<file path="config.mk">
export PLATFORM = sky130hd
export DESIGN_NAME = string_run_length_decoder_flat
export DESIGN_NICKNAME = d
export VERILOG_FILES = /design/src/sv/srld_pkg.sv /design/src/sv/srld_if.sv /design/src/sv/srld_ctrl.sv /design/src/sv/srld_dp.sv /design/src/sv/string_run_length_decoder.sv /design/src/flat_wrapper.sv
export SDC_FILE = /design/constraint.sdc
export NUM_CORES = 1
export LEC_CHECK = 0
export BUFFER_PORTS_ARGS = -buffer_cell sky130_fd_sc_hd__buf_2
export CAP_MARGIN = 30
export CELL_PAD_IN_SITES_DETAIL_PLACEMENT = 1
export CELL_PAD_IN_SITES_GLOBAL_PLACEMENT = 1
export CORE_ASPECT_RATIO = 0.75
export CORE_MARGIN = 3
export CORE_UTILIZATION = 48
export CTS_BUF_LIST = sky130_fd_sc_hd__clkbuf_4
export DETAILED_ROUTE_END_ITERATION = 8
export PLACE_DENSITY_LB_ADDON = 0.25
export SYNTH_ARGS = -nofsm -noshare
export SYNTH_HDL_FRONTEND = slang
export SYNTH_SLANG_ARGS = --single-unit
</file>
<file path="constraint.sdc">
create_clock -name i_clk -period 5.89 [get_ports i_clk]
set_clock_uncertainty 0.2 [all_clocks]
set_input_delay 0.589 -clock i_clk [delete_from_list [all_inputs] [get_ports i_clk]]
set_output_delay 0.589 -clock i_clk [all_outputs]
set_load 0.02 [all_outputs]
</file>
<file path="src/sv/srld_pkg.sv">
// Shared constants and controller/datapath link types for the string
// run-length decoder. No dependencies.
`default_nettype none

package srld_pkg;

    localparam int BYTE_W      = 8;
    localparam int NIBBLE_W    = 4;
    localparam int STORE_DEPTH = 15;
    localparam int LOW_BYTES   = 8;
    localparam int HIGH_BYTES  = STORE_DEPTH - LOW_BYTES;
    localparam int LOW_W       = LOW_BYTES * BYTE_W;
    localparam int HIGH_W      = HIGH_BYTES * BYTE_W;

    // controller -> datapath
    typedef struct packed {
        logic load_hdr;   // latch header fields, clear counters
        logic take_lit;   // consume one literal byte
        logic copy_adv;   // one copy request delivered
        logic sel_eos;    // present the end marker on the output
    } t_srld_cmd;

    // datapath -> controller
    typedef struct packed {
        logic hdr_zero;   // incoming byte is zero
        logic len_zero;   // incoming header carries length zero
        logic lit_done;   // this literal completes the chunk
        logic rep_zero;   // latched repeat count is zero
        logic copy_last;  // current copy is the final one
    } t_srld_sts;

endpackage

`default_nettype wire

</file>
<file path="src/sv/srld_if.sv">
// Valid/ready channel interfaces for the string run-length decoder:
// the compressed byte input and the pattern copy output. Uses srld_pkg.
`default_nettype none

interface srld_in_if import srld_pkg::*; ();
    logic              valid;
    logic              ready;
    logic [BYTE_W-1:0] in_byte;

    modport source (output valid, output in_byte, input ready);
    modport sink   (input valid, input in_byte, output ready);
endinterface

interface srld_out_if import srld_pkg::*; ();
    logic                valid;
    logic                ready;
    logic [LOW_W-1:0]    pattern_low;
    logic [HIGH_W-1:0]   pattern_high;
    logic [NIBBLE_W-1:0] byte_count;
    logic                last_copy;
    logic                end_of_stream;

    modport source (output valid, output pattern_low, output pattern_high,
                    output byte_count, output last_copy, output end_of_stream,
                    input ready);
    modport sink   (input valid, input pattern_low, input pattern_high,
                    input byte_count, input last_copy, input end_of_stream,
                    output ready);
endinterface

`default_nettype wire

</file>
<file path="src/sv/srld_ctrl.sv">
// Sequencing state machine of the string run-length decoder: header,
// literal gathering, copy emission and end marker. Uses srld_pkg.
`default_nettype none

module srld_ctrl import srld_pkg::*; (
    input  wire logic      i_clk,
    input  wire logic      i_rst_n,
    input  wire logic      i_in_valid,
    output logic           o_in_ready,
    output logic           o_out_valid,
    input  wire logic      i_out_ready,
    input  wire t_srld_sts i_sts,
    output t_srld_cmd      o_cmd
);

    typedef enum logic [1:0] {
        S_HEADER,
        S_LITERAL,
        S_COPY,
        S_END
    } t_state;

    t_state r_state, n_state;
    logic   r_in_ready, r_out_valid;
    logic   in_fire, out_fire;

    assign in_fire  = i_in_valid && r_in_ready;
    assign out_fire = r_out_valid && i_out_ready;

    // decode commands from the current state and handshakes
    always_comb begin
        o_cmd.load_hdr = in_fire && (r_state == S_HEADER);
        o_cmd.take_lit = in_fire && (r_state == S_LITERAL);
        o_cmd.copy_adv = out_fire && (r_state == S_COPY);
        o_cmd.sel_eos  = (r_state == S_END);
    end

    // next state
    always_comb begin
        n_state = r_state;
        case (r_state)
            S_HEADER: begin
                if (in_fire) begin
                    if (i_sts.hdr_zero) begin
                        n_state = S_END;
                    end else if (!i_sts.len_zero) begin
                        n_state = S_LITERAL;
                    end
                end
            end
            S_LITERAL: begin
                if (in_fire && i_sts.lit_done) begin
                    n_state = i_sts.rep_zero ? S_HEADER : S_COPY;
                end
            end
            S_COPY: begin
                if (out_fire && i_sts.copy_last) begin
                    n_state = S_HEADER;
                end
            end
            S_END: begin
                if (out_fire) begin
                    n_state = S_HEADER;
                end
            end
            default: n_state = S_HEADER;
        endcase
    end

    // hold state and registered handshake outputs
    always_ff @(posedge i_clk) begin
        if (!i_rst_n) begin
            r_state     <= S_HEADER;
            r_in_ready  <= 1'b0;
            r_out_valid <= 1'b0;
        end else begin
            r_state     <= n_state;
            r_in_ready  <= (n_state == S_HEADER) || (n_state == S_LITERAL);
            r_out_valid <= (n_state == S_COPY) || (n_state == S_END);
        end
    end

    assign o_in_ready  = r_in_ready;
    assign o_out_valid = r_out_valid;

endmodule

`default_nettype wire

</file>
<file path="src/sv/srld_dp.sv">
// Datapath of the string run-length decoder: header fields, literal
// counters, pattern store and output packing. Uses srld_pkg.
`default_nettype none

module srld_dp import srld_pkg::*; (
    input  wire logic              i_clk,
    input  wire logic              i_rst_n,
    input  wire logic [BYTE_W-1:0] i_byte,
    input  wire t_srld_cmd         i_cmd,
    output t_srld_sts              o_sts,
    output logic [LOW_W-1:0]       o_pattern_low,
    output logic [HIGH_W-1:0]      o_pattern_high,
    output logic [NIBBLE_W-1:0]    o_byte_count,
    output logic                   o_last_copy,
    output logic                   o_end_of_stream
);

    logic [BYTE_W-1:0]   r_store [STORE_DEPTH];
    logic [NIBBLE_W-1:0] r_chunk_len, r_rep_cnt, r_lit_idx, r_valid_len, r_copy_idx;
    logic                r_seen_zero;
    logic [NIBBLE_W-1:0] lit_idx_inc;
    logic [BYTE_W-1:0]   shown [STORE_DEPTH];

    assign lit_idx_inc = r_lit_idx + 1'b1;

    // status toward the controller
    always_comb begin
        o_sts.hdr_zero  = (i_byte == '0);
        o_sts.len_zero  = (i_byte[BYTE_W-1 -: NIBBLE_W] == '0);
        o_sts.lit_done  = (lit_idx_inc == r_chunk_len);
        o_sts.rep_zero  = (r_rep_cnt == '0);
        o_sts.copy_last = (r_copy_idx == (r_rep_cnt - 1'b1));
    end

    // header fields and counters
    always_ff @(posedge i_clk) begin
        if (!i_rst_n) begin
            r_chunk_len <= '0;
            r_rep_cnt   <= '0;
            r_lit_idx   <= '0;
            r_valid_len <= '0;
            r_copy_idx  <= '0;
            r_seen_zero <= 1'b0;
        end else if (i_cmd.load_hdr) begin
            r_chunk_len <= i_byte[BYTE_W-1 -: NIBBLE_W];
            r_rep_cnt   <= i_byte[NIBBLE_W-1:0];
            r_lit_idx   <= '0;
            r_valid_len <= '0;
            r_copy_idx  <= '0;
            r_seen_zero <= 1'b0;
        end else if (i_cmd.take_lit) begin
            r_lit_idx <= lit_idx_inc;
            if (!r_seen_zero) begin
                if (i_byte == '0) begin
                    r_seen_zero <= 1'b1;
                end else if (r_lit_idx != NIBBLE_W'(STORE_DEPTH)) begin
                    r_valid_len <= r_valid_len + 1'b1;
                end
            end
        end else if (i_cmd.copy_adv) begin
            r_copy_idx <= r_copy_idx + 1'b1;
        end
    end

    // write nonzero literals ahead of the first zero
    always_ff @(posedge i_clk) begin
        if (i_cmd.take_lit && !r_seen_zero && (i_byte != '0)
                && (r_lit_idx != NIBBLE_W'(STORE_DEPTH))) begin
            r_store[r_lit_idx] <= i_byte;
        end
    end

    // mask bytes past the valid length; blank everything on the end marker
    always_comb begin
        for (int i = 0; i < STORE_DEPTH; i++) begin
            shown[i] = (!i_cmd.sel_eos && (NIBBLE_W'(i) < r_valid_len)) ? r_store[i] : '0;
        end
        for (int i = 0; i < LOW_BYTES; i++) begin
            o_pattern_low[i*BYTE_W +: BYTE_W] = shown[i];
        end
        for (int i = 0; i < HIGH_BYTES; i++) begin
            o_pattern_high[i*BYTE_W +: BYTE_W] = shown[LOW_BYTES + i];
        end
        o_byte_count    = i_cmd.sel_eos ? '0 : r_valid_len;
        o_last_copy     = !i_cmd.sel_eos && o_sts.copy_last;
        o_end_of_stream = i_cmd.sel_eos;
    end

endmodule

`default_nettype wire

</file>
<file path="src/sv/string_run_length_decoder.sv">
// Top level of the string run-length decoder: joins the controller and the
// datapath to the byte input and pattern output channels. Uses srld_pkg, srld_if.
`default_nettype none

// The decoder takes one compressed byte per request: a header byte (length in
// bits 7:4, repeat count in bits 3:0), then each literal of the chunk. After the
// last literal of a chunk the input stalls while the pattern goes out once per
// repeat, one copy request per cycle as the sink accepts it. A zero header
// yields one end marker, then the decoder waits for a new header. Pattern bytes
// at or above byte_count read as zero. No clearing pass is needed after reset.
module string_run_length_decoder import srld_pkg::*; (
    input  wire logic  i_clk,
    input  wire logic  i_rst_n,
    srld_in_if.sink    i_in,
    srld_out_if.source o_out
);

    t_srld_cmd cmd;
    t_srld_sts sts;
    logic      in_ready, out_valid;

    srld_ctrl u_ctrl (
        .i_clk       (i_clk),
        .i_rst_n     (i_rst_n),
        .i_in_valid  (i_in.valid),
        .o_in_ready  (in_ready),
        .o_out_valid (out_valid),
        .i_out_ready (o_out.ready),
        .i_sts       (sts),
        .o_cmd       (cmd)
    );

    srld_dp u_dp (
        .i_clk           (i_clk),
        .i_rst_n         (i_rst_n),
        .i_byte          (i_in.in_byte),
        .i_cmd           (cmd),
        .o_sts           (sts),
        .o_pattern_low   (o_out.pattern_low),
        .o_pattern_high  (o_out.pattern_high),
        .o_byte_count    (o_out.byte_count),
        .o_last_copy     (o_out.last_copy),
        .o_end_of_stream (o_out.end_of_stream)
    );

    assign i_in.ready  = in_ready;
    assign o_out.valid = out_valid;

endmodule

`default_nettype wire

</file>
<file path="src/flat_wrapper.sv">
// flat-port wrapper written by rule: the top's interface ports become plain ports
module string_run_length_decoder_flat import srld_pkg::*;
  (i_clk, i_rst_n, i_in_valid, i_in_in_byte, i_in_ready, o_out_valid, o_out_pattern_low, o_out_pattern_high, o_out_byte_count, o_out_last_copy, o_out_end_of_stream, o_out_ready);
  srld_in_if i_in_i ();
  srld_out_if o_out_i ();
  input  wire logic i_clk;
  input  wire logic i_rst_n;
  input wire logic [$bits(i_in_i.valid)-1:0] i_in_valid;
  input wire logic [$bits(i_in_i.in_byte)-1:0] i_in_in_byte;
  output wire logic [$bits(i_in_i.ready)-1:0] i_in_ready;
  output wire logic [$bits(o_out_i.valid)-1:0] o_out_valid;
  output wire logic [$bits(o_out_i.pattern_low)-1:0] o_out_pattern_low;
  output wire logic [$bits(o_out_i.pattern_high)-1:0] o_out_pattern_high;
  output wire logic [$bits(o_out_i.byte_count)-1:0] o_out_byte_count;
  output wire logic [$bits(o_out_i.last_copy)-1:0] o_out_last_copy;
  output wire logic [$bits(o_out_i.end_of_stream)-1:0] o_out_end_of_stream;
  input wire logic [$bits(o_out_i.ready)-1:0] o_out_ready;
  assign i_in_i.valid = i_in_valid;
  assign i_in_i.in_byte = i_in_in_byte;
  assign i_in_ready = i_in_i.ready;
  assign o_out_valid = o_out_i.valid;
  assign o_out_pattern_low = o_out_i.pattern_low;
  assign o_out_pattern_high = o_out_i.pattern_high;
  assign o_out_byte_count = o_out_i.byte_count;
  assign o_out_last_copy = o_out_i.last_copy;
  assign o_out_end_of_stream = o_out_i.end_of_stream;
  assign o_out_i.ready = o_out_ready;
  string_run_length_decoder u_core (.i_clk(i_clk), .i_rst_n(i_rst_n), .i_in(i_in_i), .o_out(o_out_i));
endmodule
</file>
==> impl_metrics.ini <==
[run_status]
status = completed

[synth]
synth-edff-count = 120
synth_warnings = 0
synth-seq-cells = 145
synthArstFlopShare_pct = 0
synthTopCellsByArea = edfxtp_1 60%, and2_1 8.8%, dfxtp_1 8.4%
ys_types = 44
synthCells = 444
synth.cell_area_mm2 = 0.00597
synth_flop_cell = edfxtp_1
synth_area_per_cell_um2 = 13.5
yosys-top-cells-count = 120 x edfxtp_1, 84 x and2_1, 34 x nor2b_1, 28 x nand2_1, 25 x dfxtp_1
synth-seq-area-share_pct = 68.7
yosysTopAreaCell = edfxtp_1
synth_top_area_share_pct = 60.3
synth_most_common_cell = edfxtp_1
synth_fp_nets = 464

[cts]
cts_buffers = 17
root_buffer = clkbuf_4
clk_path_buf_depth = 2
h-tree-depth = 4
ctsResizeCount = 0
cts_tree = built
clock_latency_ns = 0.54
post_cts_buffers = 0
clkTransAtPathRegs_ns = 0.12
cts_hold_buf = 0
cts.sinks = 145

[global_route]
grt_pass1_wl_um = 24200
grt_usage_pct = 23.7
antenna_found_initial = 0
grt.overflow.total = 0
grt_max_degree = 19
grt_pass1_vias = 4070

[layout]
drive_gt1_share_pct = 30.0
area_growth_pct = 19.6
final_util_pct = 60.2
fin_area_mm2 = 0.00714
nFillCells = 1225
fin_cells = 763
n_antenna_cell = 0
finalNetCount = 609

[run]
drv_cap = 0

[worst_setup_path]
critical_path_class = reg -> out
critPathArrivalTime_ns = 2.92
crit_chain = nand2_1, o21a_1, a21boi_0, and2_1, buf_2
cp_data_required_time_ns = 5.10
cp_top_family = compound AO/OA/AOI/OAI gates
crit_path_end_kind = primary output
critPathMaxStageDelay_ns = 0.70
slowest_stage = a21boi_0
crit_buf_inv = 1
cp_max_fo = 13
startpoint_type = flip-flop

[timing]
rsz0062_at_grt = no
max_freq_ghz = 0.269
slew_viol_final = 0
fin_crit_sh_pct = 63.0
tightest_slew_ns = 0.795
setup_viol = 0
max-slew-margin-rel_pct = 46.5
period_needed_ns = 3.71
hold_violations = 0
tns_ns = 0

[floorplanning]
die_area_mm2 = 0.0138
pin_count = 140
rows = 34
die-width_um = 135
start_util_pct = 50.3
dieHeight_um = 103
core_area_mm2 = 0.0119

[placement]
placed_cells = 732
gp_congestion = 0.821
port_buffers = 139
placed_area_mm2 = 0.00680
detailed_place_hpwl_um = 11000

[worst_hold_path]
hp-class = in -> reg

[route]
routed_wl_um = 15900
antenna_left = 0
dr.pass1.iters = 5
wl_per_cell_um = 20.9
drtIter0Drc = 290
route.detailed.drc = 0
vias_per_cell = 5.27
num_vias = 4022

[power]
leakagePower_nw = 2.97
peakVddDrop_v = 0.000231
powerDensity_mw_per_mm2 = 272
-- routing by layer --
metal	vias up	wire (um)	track usage [%]
met1	1990	7250	32.8
met2	170	7500	38.4
met4	0	114	5.56
li1	1851	-	-
met3	11	1080	6.10
met5	-	0	0
-- sequential cells by signal, summed over array words and instances, names as in the netlist --
signal	flops
u_core.u_dp.r_store	120
u_core.u_dp.r_chunk_len	4
u_core.u_dp.r_copy_idx	4
u_core.u_dp.r_lit_idx	4
u_core.u_dp.r_rep_cnt	4
u_core.u_dp.r_valid_len	4
u_core.u_ctrl.r_state	2
u_core.u_ctrl.o_in_ready	1
u_core.u_ctrl.o_out_valid	1
u_core.u_dp.r_seen_zero	1
-- layout by cell type, fill, tap and decap left out, types with 2 or more instances in the layout --
cell type / synthesis / layout
a21boi_0: 2 / 2
a21oi_1: 20 / 20
a31oi_1: 2 / 2
and2_1: 84 / 84
and3_1: 22 / 22
buf_2: 0 / 139
bufinv_16: 0 / 5
clkbuf_4: 0 / 17
clkinv_2: 0 / 2
clkinv_4: 0 / 3
clkinvlp_4: 0 / 2
dfxtp_1: 25 / 25
edfxtp_1: 120 / 120
ha_1: 8 / 8
inv_1: 12 / 12
mux2i_1: 2 / 2
nand2_1: 28 / 28
nand3_1: 4 / 4
nand4_1: 2 / 2
nor2_1: 22 / 22
nor2b_1: 34 / 34
nor4_2: 2 / 2
o21a_1: 2 / 2
o21ai_0: 3 / 3
xnor2_1: 11 / 11
xor2_1: 6 / 6
-- worst paths after layout --
path	from	endpoint	slack, ns	depth (start not counted)
max	u_core.u_ctrl.r_state[0]	o_out_pattern_low[37]	2.18	5
min	i_rst_n	u_core.u_dp.r_valid_len[2]	0.16	3
max reg2reg	u_core.u_ctrl.r_state[0]	u_core.u_dp.r_store[3][0]	3.05	4
min reg2reg	u_core.u_dp.r_rep_cnt[1]	u_core.u_dp.r_rep_cnt[1]	0.29	2
-- worst reg2reg max path: stages, from the launching register on --
cell and delay (ns):
dfxtp_1 0.60, nand4b_4 0.24, a2111oi_2 0.59, nor2b_1 0.44
and2_1 0.44
-- per-stage QoR --
step / hold slack (ns) / power (W) / setup slack [ns]
CTS: 0.114 / 0.00195 / 2.13
floorplan: 0.248 / 0.00119 / 3.55
global route: 0.123 / 0.00202 / 1.85
global placement: 0.258 / 0.00122 / 2.93
finish: 0.163 / 0.00194 / 2.18
detailed placement: 0.276 / 0.00123 / 2.75
-- where the power goes --
part           switching (W)  internal, W
sequential         0.0000114      0.00112
clock               0.000361     0.000377
combinational      0.0000571    0.0000225
-- final cells by class --
| type | count | area [um2] | share of cell area (%) |
|---|---|---|---|
| Sequential cell | 145 | 4100 | 57.4 |
| Timing Repair Buffer | 139 | 696 | 9.74 |
| Multi-Input combinational cell | 274 | 1760 | 24.6 |
| Tap cell | 162 | 203 | 2.84 |
| Clock buffer | 17 | 128 | 1.79 |
| Clock inverter | 14 | 214 | 2.99 |
| Inverter | 12 | 45.0 | 0.630 |
-- cells by family after synthesis --
logic type | share of synthesized area [%]
flops | 68.7
fa+ha+maj | 1.68
simple gates | 20.7
xor+xnor | 2.49
compound gates | 4.19
mux | 0.335
buf+inv | 1.89
Power figures use the tool's default switching activity.
